[src/rtl/bspl_pkg.sv]
// Shared types, constants and the basis weight function of the cubic B-spline point core.
// Depends on nothing; every other file of the block imports it.
package bspl_pkg;

    localparam int COORD_W   = 16;
    localparam int SEG_PTS   = 4;
    localparam int WIN_DEPTH = 3;
    localparam int Q_DEPTH   = 2;

    typedef logic signed [COORD_W-1:0] t_coord;

    // One segment: the four control points, index 0 the oldest.
    typedef struct packed {
        logic [SEG_PTS-1:0][COORD_W-1:0] x;
        logic [SEG_PTS-1:0][COORD_W-1:0] y;
    } t_seg;

    typedef struct packed {
        logic full;
        logic empty;
    } t_q_stat;

    // Integer basis weight k of a uniform cubic B-spline at t = j/n, scaled by 6n^3.
    // Only called with constant arguments, at elaboration.
    function automatic int bspl_weight(input int k, input int n, input int j);
        int w;
        case (k)
            0:       w = (n - j) * (n - j) * (n - j);
            1:       w = 4 * n * n * n - 6 * n * j * j + 3 * j * j * j;
            2:       w = n * n * n + 3 * n * n * j + 3 * n * j * j - 3 * j * j * j;
            default: w = j * j * j;
        endcase
        return w;
    endfunction

endpackage

[src/rtl/bspl_front.sv]
// Front end: takes control point transactions, keeps the three-point window and
// hands each completed segment to the queue. Depends on bspl_pkg.
module bspl_front (
    input  logic              i_clk,
    input  logic              i_rst_n,
    input  logic              i_valid,
    input  logic [15:0]       i_ctrl_x,
    input  logic [15:0]       i_ctrl_y,
    input  logic              i_start_curve,
    input  bspl_pkg::t_q_stat i_q_stat,
    output logic              o_stall,
    output logic              o_push,
    output bspl_pkg::t_seg    o_seg
);
    import bspl_pkg::*;

    logic [1:0]         r_held;
    logic [COORD_W-1:0] r_win_x [WIN_DEPTH];
    logic [COORD_W-1:0] r_win_y [WIN_DEPTH];

    logic       accept;
    logic [1:0] held_eff;
    logic       seg_mode;

    assign o_stall  = i_q_stat.full;
    assign accept   = i_valid && !i_q_stat.full;
    // A start flag drops the held points before this one is taken.
    assign held_eff = i_start_curve ? 2'd0 : r_held;
    assign seg_mode = (held_eff == 2'(WIN_DEPTH));
    assign o_push   = accept && seg_mode;

    assign o_seg.x = {i_ctrl_x, r_win_x[2], r_win_x[1], r_win_x[0]};
    assign o_seg.y = {i_ctrl_y, r_win_y[2], r_win_y[1], r_win_y[0]};

    always_ff @(posedge i_clk) begin
        if (!i_rst_n) begin
            r_held <= 2'd0;
        end else if (accept && !seg_mode) begin
            r_held <= held_eff + 2'd1;
        end
    end

    always_ff @(posedge i_clk) begin
        if (accept) begin
            if (!seg_mode) begin
                r_win_x[held_eff] <= i_ctrl_x;
                r_win_y[held_eff] <= i_ctrl_y;
            end else begin
                r_win_x[0] <= r_win_x[1];
                r_win_x[1] <= r_win_x[2];
                r_win_x[2] <= i_ctrl_x;
                r_win_y[0] <= r_win_y[1];
                r_win_y[1] <= r_win_y[2];
                r_win_y[2] <= i_ctrl_y;
            end
        end
    end

endmodule

[config.mk]
export PLATFORM = sky130hd
export DESIGN_NAME = bspl_front
export DESIGN_NICKNAME = d
export VERILOG_FILES = /design/src/rtl/bspl_pkg.sv /design/src/rtl/bspl_front.sv
export SDC_FILE = /design/constraint.sdc
export NUM_CORES = 1
export LEC_CHECK = 0
export ABC_AREA = 1
export BUFFER_PORTS_ARGS = -buffer_cell sky130_fd_sc_hd__buf_4
export CORE_ASPECT_RATIO = 2
export CORE_UTILIZATION = 51
export DETAILED_ROUTE_END_ITERATION = 8
export GPL_ROUTABILITY_DRIVEN = 0
export HOLD_SLACK_MARGIN = 0.12
export PLACE_DENSITY_LB_ADDON = 0.08
export SYNTH_ARGS = -nofsm -noshare
export SYNTH_HDL_FRONTEND = slang
export SYNTH_SLANG_ARGS = --single-unit
[constraint.sdc]
create_clock -name i_clk -period 4.7 [get_ports i_clk]
set_input_delay 0.235 -clock i_clk [delete_from_list [all_inputs] [get_ports i_clk]]
set_output_delay 0.235 -clock i_clk [all_outputs]
set_load 0.01 [all_outputs]
After elaboration in Yosys (flattened, before gate mapping). Memory sizes are Yosys's and may differ from the RTL's. Cells that the tools add are included.

Register bits: 2. Bits in writable memories: 96. Input port bits: 38. Word-level logic and storage cells: 25. Memories kept: 2.

Memories: r_win_x (depth 3, bits a word 16, rd ports 3, clocked after memory_dff 0, write ports 3, line bspl_front.sv:18) `logic [COORD_W-1:0] r_win_x [WIN_DEPTH];`; r_win_y (depth 3, bits a word 16, rd ports 3, clocked after memory_dff 0, write ports 3, line bspl_front.sv:19) `logic [COORD_W-1:0] r_win_y [WIN_DEPTH];`.

Add/subtract/negate cells: 1. Eq/ne operators: 1. Multiplexer cells: 13. Reduce and logical (&&, ||, !) cells: 7.

Operator list (number): $mux 16 (2); $reduce_or 16->1 (2); $mux 1 (8); $mux 2 (3); $logic_and 1x1->1 (3); $add 2x1->2 const B (1); $eq 2x2->1 const B (1); $logic_not 1->1 (2).

Depth between registers and ports, before layout.
Word-level depth: 7. Mapped depth: 8. Depth with buffers taken out: 8.

Least setup slack after synthesis. No wires, ideal clock.

Kind: in2reg. Start point: in i_q_stat[1] (netlist name). End point: mem r_win_x[0][0], enable pin. Library setup time: 0.389 ns. Arrival: 2.528 ns. Data required time: 4.311 ns. Path slack: 1.782 ns. Cell stages on the path: 6. Buffers on the path: 1. Cells stage by stage: inv_1 nand2_1 nor2_2 nand2_1 buf_2 nand2_1.

RTL lines: start: declaration (line bspl_front.sv:10) `input bspl_pkg::t_q_stat i_q_stat,`; end: declaration (line bspl_front.sv:18).

Final worst setup path.
Start point: reg r_held[0]. End point: out o_push.

Longest elaborated chain between the ends: 3.

RTL lines: start: declaration (line bspl_front.sv:17) `logic [1:0] r_held;`; start signal: assignment (line bspl_front.sv:39) `r_held <= held_eff + 2'd1;`; $mux 2 (line bspl_front.sv:28) `assign held_eff = i_start_curve ? 2'd0 : r_held;`; $eq 2x2->1 (line bspl_front.sv:29) `assign seg_mode = (held_eff == 2'(WIN_DEPTH));`; $logic_and 1x1->1 (line bspl_front.sv:30) `assign o_push = accept && seg_mode;`; end: declaration (line bspl_front.sv:12) `output logic o_push,`.

Every way passes these cells.

==> results.md <==
* Outcome: finished, final reports clean
* Clk_lat worst skew at 0.33 ns
* Post-synthesis compound-gate area fraction at 0.00126
* Post-Route WL at a little under 9000 µm
* CP peak stage delay at 0.54 ns
* Fill count at around 530
* Synth Register Bits at a little under 100
* Type of origin of the critical path: flop
* Post-synthesis sequential area ratio at 0.734
* Setup slack after layout at 2.73 ns
* Cell taking the most area after synthesis: edfxtp_1
* Antenna violations before repair at 0
* Clock sink count at 98
* Synth Area in Simple Gates at 0.171
* Global route total overflow at 0
* Worst VDD drop at 233 µV
* First-pass GRT wire length at approximately 14,000 µm
* I/O pins at 168
* Clock-pin slew on the worst setup and hold paths at 0.06 ns
* Warnings, synthesis at 0
* Critical Path AT at 1.73 ns
* Buffers and inverters on the worst path at 2
* Hpwl dp at approximately 5600 µm
* Buffers on Ports at 166
* Crit Path Max Fanout at 30
* Bufs on Longest Clock Path at 2
* RSZ-0062 raised after global routing: no
* Endpoints failing hold at 0
* Minimum clock period after layout at 1.97 ns
* Synth Cell Area at 3980 µm²
* Min-delay worst type: in -> reg
* Die W at 64.5 µm
* Period Utilization, post-route at 0.419
* Pre-antenna DRT Iters at 4
* Adder-Cell Fraction of Synth Area at 0.00314
* Clock tree from TritonCTS: done
* Largest net degree at the start of global routing at 37
* Top Family by Delay on Critical Path: simple AND/OR/NAND/NOR gates
* Leak pwr at 2.46 nW
* # setup viols final at 0
* Share of cells above drive strength 1 at 0.373
* Slew headroom at 0.454
* Pwr/cell area at between 300 and 400 nW/µm²
* Antenna viol nets, final at 0
* Setup WS pre-CTS at around 2.7 ns
* Crit-path slowest cell: nor2_4
* # diodes at 0
* Layout area overhead at 41.9%
* Vias in the first global route at 2,857
* Nets@finish at 538
* Fin util at 0.749
* Resized Gates After CTS at 0
* Root Driver: clkbuf_16
* CTS buffer count at 9
* Die area at 8190 µm²
* Iteration-0 DRC Markers at 163
* Largest family of logic cells by synthesized area: simple AND/OR/NAND/NOR gates
* Core ar. at 7540 µm²
* DR WL/cell at 14.8 µm
* Via Count at approximately 2,900
* Crit Path Class: reg -> out
* Max Clock Freq at approximately 0.5 GHz
* Crit. End Element: output pin
* Post-Syn Area per Cell at around 12 µm²
* Crit path cell chain: inv_2, nor2_4, nand2_1, nor2_4, buf_4
* Drc violations at 0
* Yosys top cell area share at 0.724
* Critical Path RT at 4.47 ns
* Synth top area cells: edfxtp_1, nand2_1, buf_4
* Synthesized Nets at 367
* Most used cell, CP: nor2_4
* Mapped Cells at approximately 330
* Via-per-instance ratio at between 4 and 5
* Cell variety after synth at 14
* Slew Limit Fails at 0
* Max_cap viols at 0
* Final TNS setup at 0 ns
* Tot GR Track Use at 0.227
* # H-tree levels at 3
* Worst Skew at 0.00566 ns
* Synth Area in XOR/XNOR at 0
* Die height at 127 µm
* Total Power at 1.79 mW
* Initial Util at 0.528
* Post-synthesis mux area share at 0
* Worst Hold Slack at 0.268 ns
* Slew @ Worst Pin at 0.816 ns
* Row Count at 45
cell type report:
class / count / area [µm²] / area share
Sequential cell: 98 / 2920 / 0.517
Timing Repair Buffer: 203 / 1610 / 0.284
Multi-Input combinational cell: 179 / 709 / 0.126
Clock buffer: 10 / 229 / 0.0405
Tap cell: 94 / 118 / 0.0208
Clock inverter: 6 / 33.8 / 0.00598
Inverter: 8 / 30.0 / 0.00532
flip-flops by register name, summed over array words and instances, names as in the netlist:
register / flops
r_held: 2
r_win_y: 48
r_win_x: 48
final timing paths:
path	startpoint	slack (ns)	cells past startpoint	to
worst max-delay path	r_held[0]	2.73	5	o_push
worst min-delay path	i_valid	0.27	5	r_held[1]
worst max register to register	r_held[0]	2.74	7	r_win_y[0][7]
worst min register to register	r_win_x[1][8]	0.54	2	r_win_x[0][8]
layer usage:
layer,up-vias,track usage,share of wire
li1,1385,-,-
met1,1319,0.248,0.36
met2,130,0.393,0.54
met3,29,0.0432,0.056
met4,0,0.142,0.038
met5,-,0,0
power by group:
part           switching, mW  internal (mW)  total [mW]
combinational         0.0723         0.0842       0.156
sequential           0.00574          0.981       0.987
clock                  0.293          0.354       0.647
per-stage QoR:
step	area, µm²	std cells
after floorplan	3980	328
after global placement	5060	549
after detailed placement	5060	549
after CTS	5650	598
after global routing	5650	598
final	5650	598
synthesized netlist by cell type:
| library cell | n |
|---|---|
| nand2_1 | 171 |
| edfxtp_1 | 96 |
| buf_4 | 34 |
| inv_1 | 7 |
| buf_6 | 5 |
| buf_2 | 4 |
| dfxtp_1 | 2 |
| nand3_1 | 2 |
| nor2_2 | 2 |
| a21oi_1 | 1 |
| ha_1 | 1 |
| inv_2 | 1 |
| nor2_1 | 1 |
| nor2_4 | 1 |
worst min-delay path, cell delays in order:
cell and delay [ns]:
buf_4 0.09, nand3_1 0.07, nand3_1 0.08, nand2_1 0.05, inv_1 0.04
what timing repair did:
item / CTS / global route
buffers inserted: 0 / 0
hold endpoints to repair: 34 / 0
hold buffers: 33 / 0
cell usage in the layout (no fill, tap or decap):
cell type and count:
clkinv_4 1, inv_1 7, a21oi_1 1, clkinv_2 2, ha_1 1, clkbuf_1 1
clkinvlp_4 1, clkbuf_16 9, nand3_1 2, edfxtp_1 96, buf_4 170, nand2_1 170
clkinv_1 2, nor2_4 3, nor2_1 1, inv_2 1, dfxtp_1 2, nand2_2 1
dlygate4sd3_1 33
kinds of logic after synthesis:
group | after synthesis
simple gates | 177
fa+ha+maj | 1
compound gates | 1
flops | 98
buf+inv | 51
No activity file was read; power rests on OpenSTA's default activity.
