### src/rtl/bspl_pkg.sv
// Shared types, constants and the basis weight function of the cubic B-spline point core.
// Depends on nothing; every other file of the block imports it.
package bspl_pkg;

    localparam int COORD_W   = 16;
    localparam int SEG_PTS   = 4;
    localparam int WIN_DEPTH = 3;
    localparam int Q_DEPTH   = 2;

    typedef logic signed [COORD_W-1:0] t_coord;

    // One segment: the four control points, index 0 the oldest.
    typedef struct packed {
        logic [SEG_PTS-1:0][COORD_W-1:0] x;
        logic [SEG_PTS-1:0][COORD_W-1:0] y;
    } t_seg;

    typedef struct packed {
        logic full;
        logic empty;
    } t_q_stat;

    // Integer basis weight k of a uniform cubic B-spline at t = j/n, scaled by 6n^3.
    // Only called with constant arguments, at elaboration.
    function automatic int bspl_weight(input int k, input int n, input int j);
        int w;
        case (k)
            0:       w = (n - j) * (n - j) * (n - j);
            1:       w = 4 * n * n * n - 6 * n * j * j + 3 * j * j * j;
            2:       w = n * n * n + 3 * n * n * j + 3 * n * j * j - 3 * j * j * j;
            default: w = j * j * j;
        endcase
        return w;
    endfunction

endpackage

### src/rtl/bspl_queue.sv
// Two-entry segment queue between the front end and the evaluation back end.
// Depends on bspl_pkg.
module bspl_queue (
    input  logic              i_clk,
    input  logic              i_rst_n,
    input  logic              i_push,
    input  bspl_pkg::t_seg    i_seg,
    input  logic              i_pop,
    output bspl_pkg::t_seg    o_head,
    output bspl_pkg::t_q_stat o_q_stat
);
    import bspl_pkg::*;

    localparam int PTR_W = $clog2(Q_DEPTH);

    t_seg             r_mem [Q_DEPTH];
    logic [PTR_W-1:0] r_wp;
    logic [PTR_W-1:0] r_rp;
    logic [PTR_W:0]   r_cnt;

    assign o_head         = r_mem[r_rp];
    assign o_q_stat.full  = (r_cnt == (PTR_W+1)'(Q_DEPTH));
    assign o_q_stat.empty = (r_cnt == '0);

    always_ff @(posedge i_clk) begin
        if (!i_rst_n) begin
            r_wp  <= '0;
            r_rp  <= '0;
            r_cnt <= '0;
        end else begin
            if (i_push) begin
                r_wp <= r_wp + 1'b1;
            end
            if (i_pop) begin
                r_rp <= r_rp + 1'b1;
            end
            if (i_push && !i_pop) begin
                r_cnt <= r_cnt + 1'b1;
            end else if (i_pop && !i_push) begin
                r_cnt <= r_cnt - 1'b1;
            end
        end
    end

    always_ff @(posedge i_clk) begin
        if (i_push) begin
            r_mem[r_wp] <= i_seg;
        end
    end

endmodule

### config.mk
export PLATFORM = sky130hd
export DESIGN_NAME = bspl_queue
export DESIGN_NICKNAME = d
export VERILOG_FILES = /design/src/rtl/bspl_pkg.sv /design/src/rtl/bspl_queue.sv
export SDC_FILE = /design/constraint.sdc
export NUM_CORES = 1
export LEC_CHECK = 0
export BUFFER_PORTS_ARGS = -buffer_cell sky130_fd_sc_hd__buf_2
export CORE_MARGIN = 8
export CORE_UTILIZATION = 54
export CTS_BUF_LIST = sky130_fd_sc_hd__clkbuf_8
export CTS_CLUSTER_DIAMETER = 120
export DETAILED_ROUTE_END_ITERATION = 16
export GPL_TIMING_DRIVEN = 0
export PLACE_DENSITY_LB_ADDON = 0.08
export SLEW_MARGIN = 20
export SYNTH_ARGS = -nofsm -noshare
export SYNTH_HDL_FRONTEND = slang
export SYNTH_SLANG_ARGS = --single-unit
### constraint.sdc
create_clock -name i_clk -period 8.05 [get_ports i_clk]
set_clock_uncertainty 0.15 [all_clocks]
set_input_delay 0.805 -clock i_clk [delete_from_list [all_inputs] [get_ports i_clk]]
set_output_delay 0.805 -clock i_clk [all_outputs]
set_load 0.03 [all_outputs]
== Word-level counts from Yosys, hierarchy flattened ==
Memory sizes are Yosys's and may differ from the RTL's. A register that Yosys moved wholly into a read port is not among the register bits.
Index checks and enable logic that the tools add are counted.
Operators by class
  add/subtract/negate cells: 4
  eq/ne operators: 1
  multiplexer cells: 6
  reductions and logical operators: 6
Operators with widths (number)
  2-to-1 mux 1 bit: 4
  2-to-1 mux 2 bit: 2
  adder 1 bit, second input constant: 2
  adder 2 x 1 -> 2 bit, second input constant: 1
  == test 2 bit, second input constant: 1
  logical AND 1 bit: 2
  zero test 1 bit: 2
  zero test 2 bit: 1
  nonzero test 2 bit: 1
  subtractor 2 x 1 -> 2 bit, second input constant: 1
Storage, ports and cells
  register bits after elaboration: 4
  RAM bits: 256
  output and inout port bits: 130
  memories: 1
Memories
  r_mem: words 2, width 128, rd ports 1, clocked after Yosys merged registers in 1, write ports 1, line bspl_queue.sv:16  | t_seg r_mem [Q_DEPTH];

== Longest topological paths before layout ==
  depth after elaboration: 4
  mapped depth: 5
  mapped depth without buffers: 5

== Worst setup path before layout ==
OpenSTA, ideal clock, no wires.
  path type: input port to flip-flop
  start point: in i_push
  end point: mem r_mem[0][0] in the netlist's numbering, enable pin
  library setup time: 632 ps
  data arrival time: 6384 ps
  setup slack: 884 ps
  cell stages on the path: 1
  cell sequence: nor2b_1
On the way
  word-level cells in the longest chain between the ends: 2
RTL lines
  start: declaration: line bspl_queue.sv:6  | input logic i_push,
  2-to-1 mux 1 bit: line bspl_queue.sv:46  | if (i_push) begin
  2-to-1 mux 1 bit (implied by the code): line bspl_queue.sv:47  | r_mem[r_wp] <= i_seg;
  end: declaration: line bspl_queue.sv:16
Every way passes these cells.

==> reports/qor.csv <==
stage,metric,value,unit
drt,DR WL/cell,19.9,um
synth,cell taking the most area after synthesis,edfxtp_1,
pwr,Internal Power,2.23,mW
setup_path,R2R Setup Slk,6.02,ns
place,Post-Place Setup Slack,5.39,ns
run_status,status,finished clean,
clock_network,root buffer cell,clkbuf_8,
sta,Tcrit/Tclk final,0.342,
worst_hold_path,Hold Crit Start,i_seg[29],
pwr,clock power share,0.321,
place,Post-DP Area,11300,um^2
sta,Final Hold Fails,0,
synth,top post-synthesis cells by area,"edfxtp_1 81%, mux2_2 15%, buf_6 1.5%",
pwr,leakage,4.58,nW
synth,Commonest cells post-synth,"256 x edfxtp_1, 128 x mux2_2, 13 x buf_6",
global_routing,number of global-route vias before repair,5428,
setup_path,slowest CP cell,dfxtp_1,
setup_path,Crit. End Element,output port,
drt,DR iter-0 viols,147,
drt,DR DRC count,0,
floorplanning,width of the die,149,um
synth,Syn Nets,553,
final_layout,layout cells sized above 1,0.608,
final_layout,fin nets,863,
floorplanning,die area,22100,um^2
global_routing,antenna violations before repair,4,
clock_network,register clock-pin slew on the reported worst setup and hold paths,0.06,ns
synth,"Top FF cell, synth",edfxtp_1,
final_layout,Final Util,0.695,
clock_network,post-CTS sizing,0,
synth,Post-synth EDFFs,256,
synth,top cell type's share of synthesized area,0.809,
clock_network,CTS buffer count,40,
global_routing,met2 usage,0.297,
global_routing,met3 Usage GRT,0.0769,
synth,Post-Synthesis Cells,420,
global_routing,gr ovfl total,0,
setup_path,Worst path most repeated cell,buf_6,
place,GPL Wtd Cong,0.727,
pwr,NetSw,0.744,mW
synth,Ys Warns,0,
sta,Setup WS post-layout,5.30,ns
drt,Vias/cell,4.95,
synth,synthesized cell area,9500,um^2
final_layout,# fillers,1184,
worst_hold_path,Hold Path Stages,1,
floorplanning,num ports,262,
final_layout,fin area,12000,um^2
synth,Yosys reg bits,261,
setup_path,Critical R2R Launch,r_wp$_SDFFE_PN0P_,
synth,synth unique cells,17,
floorplanning,chip height,149,um
setup_path,Critical R2R Capture,r_mem[0][17]$_DFFE_PP_,
pwr,Seq pwr share,0.534,
setup_path,R2R cell count,4,
drt,final wirelength,19500,um
setup_path,Worst Path Buf+Inv,3,
place,Detail Placement HPWL,14000,um
clock_network,Post-CTS Setup Inserts,0,
setup_path,Worst Setup Start Kind,flip-flop,
synth,syn avg cell area,22.6,um^2
setup_path,worst path cell trace,buf_6 > buf_6 > mux2_2 > buf_2,
drt,via count,4863,
synth,most numerous cell in the Yosys netlist,edfxtp_1,
worst_hold_path,Min-Delay Path Class,in2reg,
sta,Final min period,2.75,ns
clock_network,Clock Latency Late Sink,0.52,ns
synth,asr flop ratio synth,0,
pwr,power share of the combinational group,0.145,
pwr,Peak VDD IR,0.000184,V
pwr,sw frac,0.250,
global_routing,GRT Util Overall,0.172,
drt,Final ANT Viol Nets,0,
clock_network,H-tree Lvls,2,
setup_path,"Data required, critical path",7.09,ns
drt,drt first pass iters,4,
floorplanning,FP Rows,48,
worst_hold_path,WHS Endpoint,r_mem[1][29]$_DFFE_PP_,
clock_network,CTS tree,built,
pwr,Power Density,248,nW/um^2
setup_path,slowest cell delay on critical path,0.35,ns
setup_path,WS Path Type,reg2out,
setup_path,WP data arrival,1.80,ns
place,IO buf count,261,
clock_network,CTS sink count,261,
global_routing,met1 usage,0.186,
clock_network,CTS max path bufs,3,
sta,unrepaired setup endpoints after global routing,no,
final_layout,Synth-to-Final Area Change,26.0,%
sta,max_slew headroom,0.580,
synth,"Seq/Total Area, Yosys",0.820,
pwr,Tot Pwr,2.97,mW
setup_path,worst-path maximum fanout,10,
floorplanning,Initial Util,0.551,
sta,# setup viols final,0,
setup_path,"delay-heaviest family, CP",buffers and inverters,
floorplanning,Core ar.,17200,um^2
clock_network,Hold Buf Count CTS,0,
global_routing,largest net degree at the start of global routing,53,
sta,Worst Tran Pin Value,0.629,ns
sta,FMAX,364,MHz
global_routing,Most Crowded Layer GR,met2,
global_routing,global-route wire length before repair,29000,um
job,max cap viols,0,
sta,Slew Limit Fails,0,
==> sequential cells by signal (all words and copies together), names as in the netlist, named ones only <==
register and flops:
r_mem 256, r_cnt 2, r_rp 1, r_wp 1
==> placed cells by master, fill, tap and decap left out <==
cell / instances
clkinv_1: 6
xor2_1: 2
xnor2_1: 1
buf_4: 1
a21boi_1: 1
buf_6: 13
mux2_2: 128
or3_1: 1
and2b_2: 1
buf_16: 4
clkbuf_8: 44
o21a_1: 1
dfxtp_1: 5
ha_1: 1
and2_4: 1
inv_1: 16
edfxtp_1: 256
o21ai_0: 1
nor2b_1: 1
clkinv_2: 1
buf_12: 3
diode_2: 1
buf_2: 261
nor2b_4: 1
clkinvlp_4: 2
and2_1: 3
nor2_1: 1
==> worst max path at each step <==
stage / cells after the start / endpoint
4_1_cts: 4 / o_head[118]
6_report: 4 / o_head[120]
3_5_place_dp: 5 / r_mem[0][17]$_DFFE_PP_
2_1_floorplan: 1 / r_mem[0][0]$_DFFE_PP_
3_3_place_gp: 2 / r_mem[0][17]$_DFFE_PP_
5_1_grt: 4 / o_head[97]
==> per-layer routing <==
layer / wire, um / part of all wire / up-vias
met2: 10100 / 0.52 / 180
met4: 303 / 0.016 / 6
li1: - / - / 2299
met3: 1920 / 0.098 / 24
met1: 7110 / 0.36 / 2354
met5: 34 / 0.0017 / -
==> logic make-up after synthesis <==
family / after synthesis / synth area share
AOI/OAI and AO/OA: 3 / 0.00211
xor gates and xnor gates: 3 / 0.00277
muxes: 128 / 0.152
and+or+nand+nor: 9 / 0.00593
DFF: 261 / 0.820
adders and majority gates: 1 / 0.00132
buffers and inverters: 15 / 0.0166
==> power groups by stage <==
stage / Combinational, mW / Sequential [mW] / Clock, mW
detailed placement: 0.438 / 1.62 / 0
CTS: 0.440 / 1.59 / 0.987
finish: 0.432 / 1.59 / 0.955
floorplan: 0.286 / 1.62 / 0
global placement: 0.415 / 1.63 / 0
global route: 0.458 / 1.59 / 1.05
==> stage by stage <==
stage	instances	hold WS (ns)	setup TNS (ns)
after detailed placement	913	0.352	0
after floorplan	420	0.316	0
after global placement	906	0.329	-280.51
after CTS	981	0.291	0
after global routing	982	0.284	0
final	982	0.326	0
==> worst register-to-register path, delay by kind of cell (launching register included) <==
family / cells / cell delay, ns
flip-flops: 1 / 0.34
buffers and inverters: 3 / 0.70
AND/OR/NAND/NOR: 1 / 0.52
==> area by class of cell <==
cell class / instances / area [um^2] / share of cell area
Antenna cell: 1 / 2.50 / 0.000209
Buffer: 14 / 154 / 0.0128
Clock buffer: 44 / 606 / 0.0506
Clock inverter: 24 / 98.8 / 0.00825
Inverter: 1 / 3.75 / 0.000313
Multi-Input combinational cell: 144 / 1570 / 0.131
Sequential cell: 261 / 7790 / 0.650
Tap cell: 225 / 282 / 0.0235
Timing Repair Buffer: 268 / 1480 / 0.123
Note: power is estimated with default switching activity, not from simulation.
